File: src/rtl/wat_pkg.sv
// Shared types and constants for the windowed average temperature block.
package wat_pkg;

  // Field widths
  localparam int SAMPLE_W = 12;
  localparam int WLEN_W   = 6;
  localparam int CAL_W    = 12;
  localparam int TEMP_W   = 27;
  localparam int AVG_W    = 19;
  // Window sum: at most 63 samples of 4095
  localparam int SUM_W    = 18;

  // Shared divider: 26-bit dividend, 12-bit divisor
  localparam int DIVD_W   = 26;
  localparam int DIVS_W   = 12;

  // Scaling constants
  localparam int CENTI        = 100;
  localparam int SPAN_DEG     = 100;    // 130 C minus 30 C
  localparam int OFFSET_CENTI = 3000;   // 30 C in hundredths

  // avg*330/300 == (avg*11)/10; the /10 is a multiply by ceil(2^27/10) and shift
  localparam int            ADJ_SHIFT = 27;
  localparam int            PROD_W    = 47;
  localparam logic [27:0]   ADJ_MUL   = 28'd147639503;  // 11 * 13421773

  // Configuration port
  localparam int ADDR_W = 4;
  localparam int DATA_W = 32;
  localparam logic [1:0] REG_WINDOW_LEN = 2'd0;
  localparam logic [1:0] REG_CAL_COLD   = 2'd1;
  localparam logic [1:0] REG_CAL_HOT    = 2'd2;

  localparam logic [WLEN_W-1:0] WINDOW_LEN_RST = 6'd1;
  localparam logic [CAL_W-1:0]  CAL_COLD_RST   = 12'd0;
  localparam logic [CAL_W-1:0]  CAL_HOT_RST    = 12'd4095;

  // Controller to datapath
  typedef struct packed {
    logic accept;     // take the item, write the ring, arm the walk
    logic walk;       // read the window, one entry per cycle
    logic div_avg;    // start sum*100 / n
    logic avg_latch;  // capture the average
    logic scale;      // register the 330/300 product
    logic prep;       // form calibrated numerator, start second division
    logic out_load;   // load the output register
  } cmd_t;

  // Datapath to controller
  typedef struct packed {
    logic walk_done;
    logic div_done;
    logic out_free;
  } sts_t;

endpackage

File: src/rtl/wat_ram.sv
// Generic single-port-write, registered-read RAM.
module wat_ram #(
  parameter int WIDTH = 12,
  parameter int DEPTH = 32
) (
  input  logic                     clk,
  input  logic                     we,
  input  logic [$clog2(DEPTH)-1:0] waddr,
  input  logic [WIDTH-1:0]         wdata,
  input  logic                     re,
  input  logic [$clog2(DEPTH)-1:0] raddr,
  output logic [WIDTH-1:0]         rdata
);

  logic [WIDTH-1:0] mem_r [DEPTH];
  logic [WIDTH-1:0] rdata_r;

  // write port
  always_ff @(posedge clk) begin
    if (we) begin
      mem_r[waddr] <= wdata;
    end
  end

  // registered read port
  always_ff @(posedge clk) begin
    if (re) begin
      rdata_r <= mem_r[raddr];
    end
  end

  assign rdata = rdata_r;

endmodule

File: src/rtl/wat_div.sv
// Restoring unsigned divider, one quotient bit per cycle.
module wat_div (
  input  logic                         clk,
  input  logic                         rst_n,
  input  logic                         start,
  input  logic [wat_pkg::DIVD_W-1:0]   dividend,
  input  logic [wat_pkg::DIVS_W-1:0]   divisor,
  output logic                         done,
  output logic [wat_pkg::DIVD_W-1:0]   quotient
);

  localparam int CNT_W = $clog2(wat_pkg::DIVD_W + 1);

  logic [wat_pkg::DIVD_W-1:0] quo_r, quo_nxt;
  logic [wat_pkg::DIVS_W-1:0] rem_r, rem_nxt;
  logic [wat_pkg::DIVS_W-1:0] div_r;
  logic [CNT_W-1:0]           cnt_r, cnt_nxt;
  logic                       busy_r, busy_nxt;
  logic                       done_r, done_nxt;
  logic [wat_pkg::DIVS_W:0]   shifted;
  logic [wat_pkg::DIVS_W:0]   trial;
  logic                       fits;

  // one shift-subtract step
  assign shifted = {rem_r, quo_r[wat_pkg::DIVD_W-1]};
  assign trial   = shifted - {1'b0, div_r};
  assign fits    = shifted >= {1'b0, div_r};

  always_comb begin
    quo_nxt  = quo_r;
    rem_nxt  = rem_r;
    cnt_nxt  = cnt_r;
    busy_nxt = busy_r;
    done_nxt = 1'b0;
    if (start) begin
      quo_nxt  = dividend;
      rem_nxt  = '0;
      cnt_nxt  = CNT_W'(wat_pkg::DIVD_W);
      busy_nxt = 1'b1;
    end else if (busy_r) begin
      quo_nxt = {quo_r[wat_pkg::DIVD_W-2:0], fits};
      rem_nxt = fits ? trial[wat_pkg::DIVS_W-1:0] : shifted[wat_pkg::DIVS_W-1:0];
      cnt_nxt = cnt_r - CNT_W'(1);
      if (cnt_r == CNT_W'(1)) begin
        busy_nxt = 1'b0;
        done_nxt = 1'b1;
      end
    end
  end

  // control state
  always_ff @(posedge clk) begin
    if (!rst_n) begin
      busy_r <= 1'b0;
      done_r <= 1'b0;
      cnt_r  <= '0;
    end else begin
      busy_r <= busy_nxt;
      done_r <= done_nxt;
      cnt_r  <= cnt_nxt;
    end
  end

  // operands
  always_ff @(posedge clk) begin
    quo_r <= quo_nxt;
    rem_r <= rem_nxt;
    if (start) begin
      div_r <= divisor;
    end
  end

  assign done     = done_r;
  assign quotient = quo_r;

endmodule

File: src/rtl/wat_ctrl.sv
// Sequencer: walk, average division, scaling, calibration division, output.
module wat_ctrl (
  input  logic          clk,
  input  logic          rst_n,
  input  logic          in_valid,
  output logic          in_stall,
  output wat_pkg::cmd_t cmd,
  input  wat_pkg::sts_t sts
);

  localparam logic [2:0] S_IDLE  = 3'd0;
  localparam logic [2:0] S_WALK  = 3'd1;
  localparam logic [2:0] S_DIVA  = 3'd2;
  localparam logic [2:0] S_SCALE = 3'd3;
  localparam logic [2:0] S_PREP  = 3'd4;
  localparam logic [2:0] S_DIVT  = 3'd5;
  localparam logic [2:0] S_OUT   = 3'd6;

  logic [2:0] state_r, state_nxt;

  // next state and commands
  always_comb begin
    state_nxt = state_r;
    cmd       = '0;
    case (state_r)
      S_IDLE: begin
        if (in_valid) begin
          cmd.accept = 1'b1;
          state_nxt  = S_WALK;
        end
      end
      S_WALK: begin
        cmd.walk = 1'b1;
        if (sts.walk_done) begin
          cmd.div_avg = 1'b1;
          state_nxt   = S_DIVA;
        end
      end
      S_DIVA: begin
        if (sts.div_done) begin
          cmd.avg_latch = 1'b1;
          state_nxt     = S_SCALE;
        end
      end
      S_SCALE: begin
        cmd.scale = 1'b1;
        state_nxt = S_PREP;
      end
      S_PREP: begin
        cmd.prep  = 1'b1;
        state_nxt = S_DIVT;
      end
      S_DIVT: begin
        if (sts.div_done) begin
          state_nxt = S_OUT;
        end
      end
      S_OUT: begin
        if (sts.out_free) begin
          cmd.out_load = 1'b1;
          state_nxt    = S_IDLE;
        end
      end
      default: begin
        state_nxt = S_IDLE;
      end
    endcase
  end

  always_ff @(posedge clk) begin
    if (!rst_n) begin
      state_r <= S_IDLE;
    end else begin
      state_r <= state_nxt;
    end
  end

  assign in_stall = (state_r != S_IDLE);

endmodule

File: src/rtl/wat_dp.sv
// Datapath: sample ring, window accumulator, shared divider, scaling, output register.
module wat_dp #(
  parameter int RING_DEPTH = 32
) (
  input  logic                               clk,
  input  logic                               rst_n,
  input  wat_pkg::cmd_t                      cmd,
  output wat_pkg::sts_t                      sts,
  input  logic [wat_pkg::SAMPLE_W-1:0]       in_sample,
  input  logic [wat_pkg::WLEN_W-1:0]         window_len,
  input  logic [wat_pkg::CAL_W-1:0]          cal_cold,
  input  logic [wat_pkg::CAL_W-1:0]          cal_hot,
  input  logic                               out_stall,
  output logic                               out_valid,
  output logic signed [wat_pkg::TEMP_W-1:0]  out_temp_centi,
  output logic [wat_pkg::AVG_W-1:0]          out_average_scaled,
  output logic                               out_calib_error
);

  localparam int IW    = $clog2(RING_DEPTH);
  localparam int CW0   = $clog2(RING_DEPTH + 1);
  localparam int CNT_W = (CW0 > wat_pkg::WLEN_W) ? CW0 : wat_pkg::WLEN_W;

  // ring pointers and window walk
  logic [IW-1:0]                 idx_r;
  logic [IW-1:0]                 pos;
  logic [IW-1:0]                 rd_addr_r;
  logic [RING_DEPTH-1:0]         valid_r;
  logic                          vld_rd_r;
  logic                          rd_pend_r;
  logic                          rd_en;
  logic [CNT_W-1:0]              cnt_r;
  logic [CNT_W-1:0]              n_r;
  logic [CNT_W-1:0]              wl_ext;
  logic [CNT_W-1:0]              n_clamped;
  logic [wat_pkg::SAMPLE_W-1:0]  ram_rdata;
  logic [wat_pkg::SUM_W-1:0]     acc_r, acc_nxt;

  // arithmetic
  logic                          div_start;
  logic                          div_done;
  logic [wat_pkg::DIVD_W-1:0]    div_dividend;
  logic [wat_pkg::DIVS_W-1:0]    div_divisor;
  logic [wat_pkg::DIVD_W-1:0]    div_quo;
  logic [wat_pkg::AVG_W-1:0]     avg_r;
  logic [wat_pkg::PROD_W-1:0]    prod_r;
  logic [wat_pkg::AVG_W-1:0]     adj;
  logic [wat_pkg::AVG_W-1:0]     cold_centi;
  logic [wat_pkg::AVG_W:0]       diff;
  logic [wat_pkg::AVG_W:0]       diff_neg;
  logic [wat_pkg::AVG_W-1:0]     mag;
  logic                          neg_r;
  logic                          err_r;
  logic signed [wat_pkg::TEMP_W-1:0] q_signed;
  logic signed [wat_pkg::TEMP_W-1:0] temp_val;

  // output register
  logic                              out_valid_r, out_valid_nxt;
  logic signed [wat_pkg::TEMP_W-1:0] out_temp_r;
  logic [wat_pkg::AVG_W-1:0]         out_avg_r;
  logic                              out_err_r;

  // next write slot, wrapping at the ring depth
  assign pos = (idx_r == IW'(RING_DEPTH - 1)) ? '0 : idx_r + IW'(1);

  // window length clamped to one through the ring depth
  assign wl_ext    = CNT_W'(window_len);
  assign n_clamped = (wl_ext == '0) ? CNT_W'(1) :
                     (wl_ext > CNT_W'(RING_DEPTH)) ? CNT_W'(RING_DEPTH) : wl_ext;

  assign rd_en = cmd.walk && (cnt_r != '0);

  wat_ram #(
    .WIDTH (wat_pkg::SAMPLE_W),
    .DEPTH (RING_DEPTH)
  ) u_ring (
    .clk   (clk),
    .we    (cmd.accept),
    .waddr (pos),
    .wdata (in_sample),
    .re    (rd_en),
    .raddr (rd_addr_r),
    .rdata (ram_rdata)
  );

  // accumulate the previous cycle's read; never-written entries count as zero
  always_comb begin
    acc_nxt = acc_r;
    if (cmd.accept) begin
      acc_nxt = '0;
    end else if (rd_pend_r && vld_rd_r) begin
      acc_nxt = acc_r + wat_pkg::SUM_W'(ram_rdata);
    end
  end

  // ring control state
  always_ff @(posedge clk) begin
    if (!rst_n) begin
      idx_r     <= '0;
      valid_r   <= '0;
      rd_pend_r <= 1'b0;
      cnt_r     <= '0;
    end else begin
      rd_pend_r <= rd_en;
      if (cmd.accept) begin
        idx_r        <= pos;
        valid_r[pos] <= 1'b1;
        cnt_r        <= n_clamped;
      end else if (rd_en) begin
        cnt_r <= cnt_r - CNT_W'(1);
      end
    end
  end

  // walk address steps backward from the newest entry
  always_ff @(posedge clk) begin
    acc_r <= acc_nxt;
    if (cmd.accept) begin
      rd_addr_r <= pos;
      n_r       <= n_clamped;
    end else if (rd_en) begin
      rd_addr_r <= (rd_addr_r == '0) ? IW'(RING_DEPTH - 1) : rd_addr_r - IW'(1);
    end
    if (rd_en) begin
      vld_rd_r <= valid_r[rd_addr_r];
    end
  end

  // calibration numerator: |adj - cold*100| * 100, sign kept aside
  assign adj        = prod_r[wat_pkg::ADJ_SHIFT +: wat_pkg::AVG_W];
  assign cold_centi = wat_pkg::AVG_W'(cal_cold) * wat_pkg::AVG_W'(wat_pkg::CENTI);
  assign diff       = {1'b0, adj} - {1'b0, cold_centi};
  assign diff_neg   = -diff;
  assign mag        = diff[wat_pkg::AVG_W] ? diff_neg[wat_pkg::AVG_W-1:0]
                                           : diff[wat_pkg::AVG_W-1:0];

  // divider operand select: average first, calibration second
  assign div_start = cmd.div_avg | cmd.prep;
  always_comb begin
    if (cmd.prep) begin
      div_dividend = wat_pkg::DIVD_W'(mag) * wat_pkg::DIVD_W'(wat_pkg::SPAN_DEG);
      div_divisor  = cal_hot - cal_cold;
    end else begin
      div_dividend = wat_pkg::DIVD_W'(acc_r) * wat_pkg::DIVD_W'(wat_pkg::CENTI);
      div_divisor  = wat_pkg::DIVS_W'(n_r);
    end
  end

  wat_div u_div (
    .clk      (clk),
    .rst_n    (rst_n),
    .start    (div_start),
    .dividend (div_dividend),
    .divisor  (div_divisor),
    .done     (div_done),
    .quotient (div_quo)
  );

  // average, 330/300 product, sign and calibration flag
  always_ff @(posedge clk) begin
    if (cmd.avg_latch) begin
      avg_r <= div_quo[wat_pkg::AVG_W-1:0];
    end
    if (cmd.scale) begin
      prod_r <= wat_pkg::PROD_W'(avg_r) * wat_pkg::PROD_W'(wat_pkg::ADJ_MUL);
    end
    if (cmd.prep) begin
      neg_r <= diff[wat_pkg::AVG_W];
      err_r <= !(cal_hot > cal_cold);
    end
  end

  // truncated quotient with sign restored, then the 30 C offset; zero on a calibration error
  assign q_signed = wat_pkg::TEMP_W'(div_quo);
  assign temp_val = err_r ? '0 :
                    (neg_r ? -q_signed : q_signed) + wat_pkg::TEMP_W'(wat_pkg::OFFSET_CENTI);

  // output register
  always_comb begin
    out_valid_nxt = out_valid_r;
    if (cmd.out_load) begin
      out_valid_nxt = 1'b1;
    end else if (!out_stall) begin
      out_valid_nxt = 1'b0;
    end
  end

  always_ff @(posedge clk) begin
    if (!rst_n) begin
      out_valid_r <= 1'b0;
    end else begin
      out_valid_r <= out_valid_nxt;
    end
  end

  always_ff @(posedge clk) begin
    if (cmd.out_load) begin
      out_temp_r <= temp_val;
      out_avg_r  <= avg_r;
      out_err_r  <= err_r;
    end
  end

  // status
  assign sts.walk_done = (cnt_r == '0) && !rd_pend_r;
  assign sts.div_done  = div_done;
  assign sts.out_free  = !out_valid_r || !out_stall;

  assign out_valid          = out_valid_r;
  assign out_temp_centi     = out_temp_r;
  assign out_average_scaled = out_avg_r;
  assign out_calib_error    = out_err_r;

endmodule

File: src/rtl/windowed_average_temperature_top.sv
// Top level: configuration registers, controller and datapath.
// Each sample is written into a ring of RING_DEPTH entries; the newest n samples
// (n = window_len clamped to 1..RING_DEPTH) are averaged times 100, scaled by
// 330/300 and mapped through the two-point calibration to hundredths of a degree,
// with one result item per sample. Each item first reads its n window entries
// through the ring RAM's single read port, then runs two divisions on the one
// bit-per-cycle shared divider. A new sample is taken while the previous result
// still waits in the output register. Ring entries never written since reset
// read as zero through per-entry valid flags, so no clearing pass is needed.
// Registers: window_len at 0x0, cal_cold at 0x4, cal_hot at 0x8.
module windowed_average_temperature_top #(
  parameter int RING_DEPTH = 32
) (
  input  logic                               clk,
  input  logic                               rst_n,
  // input channel
  input  logic                               in_valid,
  output logic                               in_stall,
  input  logic [wat_pkg::SAMPLE_W-1:0]       in_sample,
  // result channel
  output logic                               out_valid,
  input  logic                               out_stall,
  output logic signed [wat_pkg::TEMP_W-1:0]  out_temp_centi,
  output logic [wat_pkg::AVG_W-1:0]          out_average_scaled,
  output logic                               out_calib_error,
  // configuration port
  input  logic                               psel,
  input  logic                               penable,
  input  logic                               pwrite,
  input  logic [wat_pkg::ADDR_W-1:0]         paddr,
  input  logic [wat_pkg::DATA_W-1:0]         pwdata,
  output logic [wat_pkg::DATA_W-1:0]         prdata,
  output logic                               pready
);

  logic [wat_pkg::WLEN_W-1:0] window_len_r;
  logic [wat_pkg::CAL_W-1:0]  cal_cold_r;
  logic [wat_pkg::CAL_W-1:0]  cal_hot_r;
  logic                       cfg_wr;
  wat_pkg::cmd_t              cmd;
  wat_pkg::sts_t              sts;

  assign pready = 1'b1;
  assign cfg_wr = psel && penable && pwrite && pready;

  // register writes
  always_ff @(posedge clk) begin
    if (!rst_n) begin
      window_len_r <= wat_pkg::WINDOW_LEN_RST;
      cal_cold_r   <= wat_pkg::CAL_COLD_RST;
      cal_hot_r    <= wat_pkg::CAL_HOT_RST;
    end else if (cfg_wr) begin
      case (paddr[3:2])
        wat_pkg::REG_WINDOW_LEN: window_len_r <= pwdata[wat_pkg::WLEN_W-1:0];
        wat_pkg::REG_CAL_COLD:   cal_cold_r   <= pwdata[wat_pkg::CAL_W-1:0];
        wat_pkg::REG_CAL_HOT:    cal_hot_r    <= pwdata[wat_pkg::CAL_W-1:0];
        default: begin
        end
      endcase
    end
  end

  // register reads
  always_comb begin
    case (paddr[3:2])
      wat_pkg::REG_WINDOW_LEN: prdata = wat_pkg::DATA_W'(window_len_r);
      wat_pkg::REG_CAL_COLD:   prdata = wat_pkg::DATA_W'(cal_cold_r);
      wat_pkg::REG_CAL_HOT:    prdata = wat_pkg::DATA_W'(cal_hot_r);
      default:                 prdata = '0;
    endcase
  end

  wat_ctrl u_ctrl (
    .clk      (clk),
    .rst_n    (rst_n),
    .in_valid (in_valid),
    .in_stall (in_stall),
    .cmd      (cmd),
    .sts      (sts)
  );

  wat_dp #(
    .RING_DEPTH (RING_DEPTH)
  ) u_dp (
    .clk                (clk),
    .rst_n              (rst_n),
    .cmd                (cmd),
    .sts                (sts),
    .in_sample          (in_sample),
    .window_len         (window_len_r),
    .cal_cold           (cal_cold_r),
    .cal_hot            (cal_hot_r),
    .out_stall          (out_stall),
    .out_valid          (out_valid),
    .out_temp_centi     (out_temp_centi),
    .out_average_scaled (out_average_scaled),
    .out_calib_error    (out_calib_error)
  );

  // an accepted item keeps the input side closed while it is worked on
  a_busy_after_accept: assert property (@(posedge clk) disable iff (!rst_n)
    (in_valid && !in_stall) |=> in_stall)
    else $error("input not stalled after item accepted");

  // bad calibration forces zero temperature
  a_err_zero_temp: assert property (@(posedge clk) disable iff (!rst_n)
    (out_valid && out_calib_error) |-> (out_temp_centi == '0))
    else $error("calibration error with nonzero temperature");

  // the scaled average never exceeds full-scale times 100
  a_avg_range: assert property (@(posedge clk) disable iff (!rst_n)
    out_valid |-> (out_average_scaled <= wat_pkg::AVG_W'(409500)))
    else $error("average out of range");

endmodule
File: config.mk
export PLATFORM = sky130hd
export DESIGN_NAME = windowed_average_temperature_top
export DESIGN_NICKNAME = d
export VERILOG_FILES = /design/src/rtl/wat_pkg.sv /design/src/rtl/wat_ram.sv /design/src/rtl/wat_div.sv /design/src/rtl/wat_ctrl.sv /design/src/rtl/wat_dp.sv /design/src/rtl/windowed_average_temperature_top.sv
export SDC_FILE = /design/constraint.sdc
export NUM_CORES = 2
export LEC_CHECK = 0
export ABC_AREA = 1
export BUFFER_PORTS_ARGS = -buffer_cell sky130_fd_sc_hd__buf_2
export CAP_MARGIN = 0
export CORE_MARGIN = 4
export CORE_UTILIZATION = 38
export DETAILED_ROUTE_END_ITERATION = 8
export GPL_ROUTABILITY_DRIVEN = 0
export GPL_TIMING_DRIVEN = 1
export PLACE_DENSITY = 0.65
export REMOVE_ABC_BUFFERS = 1
export SYNTH_ARGS = -nofsm -noshare
export SYNTH_HDL_FRONTEND = slang
export SYNTH_SLANG_ARGS = --single-unit
File: constraint.sdc
create_clock -name clk -period 6.63 [get_ports clk]
set_input_delay 0.663 -clock clk [delete_from_list [all_inputs] [get_ports clk]]
set_output_delay 0.663 -clock clk [all_outputs]
set_load 0.01 [all_outputs]
# == Word-level counts from Yosys, hierarchy flattened ==
# Memory sizes are Yosys's and may differ from the RTL's. A register that Yosys moved wholly into a read port is not among the register bits.
# Cells that the tools add are included.
# totals
word_cells,142
inputBits,55
mem_bits_rw,384
output_inout_bits,82
mem_count,1
register_bits,279
# memory_table
name,depth,word_bits,read_ports,rd_ports_with_merged_regs,write_ports,line,rtl
u_dp.u_ring.mem_r,32,12,1,1,1,wat_ram.sv:15,logic [WIDTH-1:0] mem_r [DEPTH];
# op_classes
reduce_logical,26
n_addsub,11
n_bitwise,4
order_cmp,6
multipliers,4
eq_ne,16
n_mux,46
# op_table
op,count
$mux W26,3
$mul A19 B28 Y46 const B,1
$pmux W12 S3,1
$or A32 B32 Y32,1
$mux W5,6
$mux W6,5
$add A27 B12 Y27 const B,1
$mux W27,1
$neg A26 Y27,1
$mul A19 B5 Y24 const B,1
$sub A12 B12 Y12,2
$mul A18 B5 Y23 const B,1
$pmux W3 S7,1
$sub A19 B19 Y20,1
$mux W1,19
$mux W19,1
$neg A19 Y19,1
$add A18 B12 Y18,1
$mul A12 B5 Y17 const B,1
$mux W3,5
$ge A13 B12 Y1,1
$gt A12 B12 Y1,1
$logic_not A6 Y1,2
$lt A5 B6 Y1 const B,2
33 further kinds,53

# == Logic depth before layout (Yosys ltp) ==
# logic_depth
ltp_word,7
mapped_depth,42
mapped_depth_nobuf,41

# == Hierarchy ==
# Synthesis repeated with hierarchy kept, for this count alone.
# unflattened
cells_unflattened,5053
area_unflattened_um2,43805.8
# by_module_without_submodules
module,n_inst,area_per_inst_um2,cells_per_inst,seq_area_each_um2
wat_dp,1,22763.1,2998,4234.1
wat_ram,1,16019.1,1358,11891.4
wat_div,1,3143.0,399,1521.5
windowed_average_temperature_top,1,1574.0,241,600.6
wat_ctrl,1,306.5,57,60.1

# == Worst setup path before layout ==
# Ideal clock, no wire load.
# synth_path
path_kind,reg2reg
startpoint,reg cal_cold_r[6] (netlist name)
endpoint,reg u_dp.u_div.quo_r (netlist bit u_dp.u_div.quotient[18]) (data pin)
path_stages_with_launch,41
setup_slack_ns,-0.238
path_buffers,1
setup_ns,0.261
arrival_time_ns,6.607
required_ns,6.369
period_less_slack_ns,6.868
path_cell_list,dfxtp_1 ha_1 ha_1 inv_1 fa_1 inv_1 ha_1 a21oi_1 o21ai_0 a21oi_1 o21ai_0 a21oi_1 nor2_1 nor2_1 xor2_1 ha_1 inv_1 nor3_1 [5 not listed] nor2_1 xor2_1 ha_1 ha_1 inv_1 fa_1 inv_1 ha_1 a21oi_1 a21boi_0 o21ai_0 nand2_1 nand2_1 xor2_1 nand2_1 nand2_1 nand2_1 o21ai_0
# synth_via
word_cells_on_any_way,7
cone_classes,add/sub: 2; mul: 2; mux: 3
# synth_rtl
element,line,rtl
start: declaration,windowed_average_temperature_top.sv:37,logic [wat_pkg::CAL_W-1:0] cal_cold_r;
start signal: assignment,windowed_average_temperature_top.sv:50,cal_cold_r <= wat_pkg::CAL_COLD_RST;
start signal: assignment,windowed_average_temperature_top.sv:55,wat_pkg::REG_CAL_COLD: cal_cold_r <= pwdata[wat_pkg::CAL_W-1:0];
$mul A12 B5 Y17,wat_dp.sv:131,assign cold_centi = wat_pkg::AVG_W'(cal_cold) * wat_pkg::AVG_W'(wat_pkg::CENTI);
$sub A19 B19 Y20,wat_dp.sv:132,"assign diff = {1'b0, adj} - {1'b0, cold_centi};"
net u_dp.diff (one bit),wat_dp.sv:49,logic [wat_pkg::AVG_W:0] diff;
$mux W19,wat_dp.sv:134,assign mag = diff[wat_pkg::AVG_W] ? diff_neg[wat_pkg::AVG_W-1:0]
$mul A19 B5 Y24,wat_dp.sv:141,div_dividend = wat_pkg::DIVD_W'(mag) * wat_pkg::DIVD_W'(wat_pkg::SPAN_DEG);
$mux W26,wat_dp.sv:140,if (cmd.prep) begin
$mux W26,wat_div.sv:35,if (start) begin
net u_dp.u_div.quo_nxt (one bit),wat_div.sv:14,"logic [wat_pkg::DIVD_W-1:0] quo_r, quo_nxt;"
end signal: assignment,wat_div.sv:66,quo_r <= quo_nxt;
end: declaration,wat_div.sv:14,
# The timed path passes the listed nets, and every way through them passes these cells.
# A chain may end at the register's enable or synchronous reset.

# == Final worst setup path ==
# layout_path
startpoint,reg cal_cold_r[2] (netlist name)
endpoint,reg u_dp.u_div.quo_r (netlist bit u_dp.u_div.quotient[16]) (data pin)
# layout_via
elab_chain_len,7
# layout_rtl
element,line,rtl
$mul A12 B5 Y17 *,wat_dp.sv:131,
$sub A19 B19 Y20 *,wat_dp.sv:132,
$neg A19 Y19,wat_dp.sv:133,assign diff_neg = -diff;
$mux W19 *,wat_dp.sv:134,
$mul A19 B5 Y24 *,wat_dp.sv:141,
$mux W26 *,wat_dp.sv:140,
$mux W26 *,wat_div.sv:35,
net u_dp.u_div.quo_nxt (one bit),wat_div.sv:14,
# Mark *: on every way through the listed nets, which the timed path passes. The rest lies on a longest branch.

==> reports/metrics.cfg <==
[detailed_routing]
drt_iter0_drc = 2564
num_vias = 33200
vias_per_cell = 5.21
drc_errors = 0
wl_per_cell_um = 17.9
ant_nets = 0
routed_wl_mm = 114
drtPass1Iterations = 8

[cts]
cts_max_path_buffers = 3
cts_tree = built
hold_buffers = 0
cts.clk_slew.worst_paths_ps = 70
cts_inserted_buffers = 73
cts_root_buf = clkbuf_16
clock_latency_ps = 660
h-tree-depth = 3
cts.sinks = 648

[place]
place_ws_ps = -749
place_hpwl_mm = 77.7
port_buffers = 93
placed_area_um2 = 45300

[yosys]
ys.warnings.count = 0
synthArstFlopShare = 0
synth_seq_cells = 648
synth.distinct_cells = 60
syn_area_um2 = 42200
synth-seq-area-share = 0.434
netlist_instances = 4555
yosys_most_used_dff = edfxtp_1
avgSynthCellArea_um2 = 9.25
synth_edf_count = 533

[timing]
setup_violations = 16
fin_setup_tns_ps = -3690
hold_viol = 0
drv_slew = 0
tightest_slew_ps = 1210
period_needed_ps = 6930
finalCritPeriodShare = 1.05
fin_skew_ps = 29.8
clock.fmax_ghz = 0.144
grt_setup_unrepaired = true
setup_ws_ps = -298
relSlewSlack = 0.189

[worst_setup_path]
crit_path_start_kind = flip-flop
critPathLaunch = cal_cold_r[2]
rr_startpoint = cal_cold_r[2]
arrival_ps = 7300
crit_fanout = 7
cp-end-kind = flip-flop
max_stage_delay_ps = 570
crit_required_ps = 7000
cp_common_cell = inv_2
slowest_stage = fa_1
critPathKind = flip-flop to flip-flop

[pwr]
clkPwrFrac = 0.200
p_int_mw = 12.0
irDropWorstVdd_uv = 652
switchingPower_mw = 9.15
switching_share = 0.432
p_seq_frac = 0.253
p_leak_nw = 21.2
combPwrFrac = 0.547
powerDensity_nw_per_um2 = 427

[finish]
final_util = 0.453
n_fill_cell = 10200
design_area_um2 = 49500
drive_gt1_frac = 0.145
multi_input_area_um2 = 21900
final_common_cell = nand2_1
final_cell_mix = nand2_1, inv_1, nor2_1
final_nets = 5450
area_delta_synth_final_pct = 17.5
seqCellArea_um2 = 18300

[die]
die_w_um = 341
die-area_um2 = 116000
core_um2 = 109000
die_h_um = 341
rows = 121
ios = 137
start_util = 0.385

[outcome]
status = finished, violations left
violations = setup timing

[grt]
overflow = 0
grt_max_degree = 106
grt_pass1_vias = 32100
antenna_found_initial = 3
grtUsageTotal = 0.188
grt_pass1_wl_mm = 175

[min_path]
hold_path_startpoint = pwdata[10]
min_path_type = input pin to flip-flop

[job]
cap_violations = 0

[state kept, by name, indices dropped and copies added, names as in the netlist, 18 cells and up]
signal	count
u_dp.out_average_scaled	19
u_dp.acc_r	18
u_dp.u_div.quotient	26
u_dp.out_temp_centi	27
u_dp.avg_r	19
u_dp.prod_r	19
u_dp.u_ring.mem_r	384
u_dp.valid_r	32
[path summary, 6_finish.rpt]
check / end / slack (ps) / cells past startpoint
max: u_dp.u_div.quotient[16] / -300 / 38
min: cal_hot_r[10] / 250 / 3
max reg2reg: u_dp.u_div.quotient[16] / -300 / 38
min reg2reg: u_dp.valid_r[1] / 460 / 1
[metrics by stage]
step	hold WS, ps	total power, mW	instances
after detailed placement	448	14.4	6183
final	247	21.2	6373
after CTS	210	19.5	6356
after global routing	246	22.5	6372
after global placement	444	14.2	6183
after floorplan	435	11.1	4430
[worst max-delay path, delay by kind of cell (launching register included)]
kind                     cells  cell delay (ps)
adder cells (fa/ha/maj)      9             2860
XOR/XNOR                     2              310
buffers and inverters        8              800
AO/OA/AOI/OAI               10             1450
AND/OR/NAND/NOR              9              890
flip-flops                   1              340
[layout make-up]
type,instances,area share
Sequential cell,648,0.370
Antenna cell,1,0.0000505
Multi-Input combinational cell,3109,0.443
Tap cell,1476,0.0373
Clock inverter,44,0.0116
Clock buffer,89,0.0389
Timing Repair Buffer,333,0.0484
Inverter,673,0.0512
[Yosys cell counts (5+ instances only)]
cell type,number,area share
buf_2,12,0.0014
nand4_1,39,0.0058
xor2_2,7,0.0027
o21a_1,14,0.0025
a21boi_0,8,0.0014
o21bai_1,13,0.0023
ha_1,378,0.11
dfxtp_1,115,0.055
nand2_2,16,0.0024
edfxtp_1,533,0.38
nor2_1,560,0.050
a21o_1,20,0.0036
nor3_1,33,0.0039
nand3_1,179,0.021
clkinv_1,6,0.00053
a31oi_1,25,0.0037
fa_1,179,0.085
xnor2_1,22,0.0046
o221ai_1,50,0.010
clkbuf_1,104,0.0093
o211ai_1,28,0.0050
buf_4,23,0.0041
xor2_1,49,0.010
a21oi_1,231,0.027
nand2_1,683,0.061
nor4_1,6,0.00089
inv_1,664,0.059
o22ai_1,69,0.010
o31ai_1,5,0.00089
nand3b_1,17,0.0030
or2_2,14,0.0021
o21ai_0,399,0.047
[layer usage]
| metal | global-route usage | up-vias | part of all wire |
|---|---|---|---|
| met5 | 0 | - | 0.00011 |
| met4 | 0.0575 | 2 | 0.028 |
| met3 | 0.0268 | 221 | 0.066 |
| met2 | 0.313 | 1104 | 0.47 |
| met1 | 0.254 | 16000 | 0.43 |
| li1 | - | 15900 | - |
[logic make-up (layout without fill, tap and decap cells)]
| logic type | after synthesis | count (layout) | synth area share |
|---|---|---|---|
| AND/OR/NAND/NOR | 1568 | 1568 | 0.155 |
| AO/OA/AOI/OAI | 881 | 881 | 0.119 |
| buffers and inverters | 817 | 1139 | 0.0754 |
| flip-flops | 648 | 648 | 0.434 |
| adder cells (fa/ha/maj) | 557 | 557 | 0.197 |
| XOR/XNOR | 80 | 80 | 0.0185 |
| other | 2 | 22 | 0.000178 |
| multiplexers | 2 | 2 | 0.000475 |
[power groups by stage]
| stage | logic (mW) | registers, mW | clock network, mW |
|---|---|---|---|
| 2_1_floorplan | 5.66 | 5.45 | 0 |
| 3_5_place_dp | 8.96 | 5.42 | 0 |
| 4_1_cts | 9.79 | 5.34 | 4.33 |
| 6_report | 11.6 | 5.35 | 4.24 |
| 5_1_grt | 12.7 | 5.38 | 4.49 |
| 3_3_place_gp | 8.84 | 5.41 | 0 |
[repair_timing]
action / in CTS / in global routing
pin swaps: 67 / 82
buffers inserted: 40 / 17
gates resized for setup: 130 / 155
cloned: 0 / 0
setup endpoints to repair: 18 / 19
Note: power is estimated with default switching activity, not from simulation.
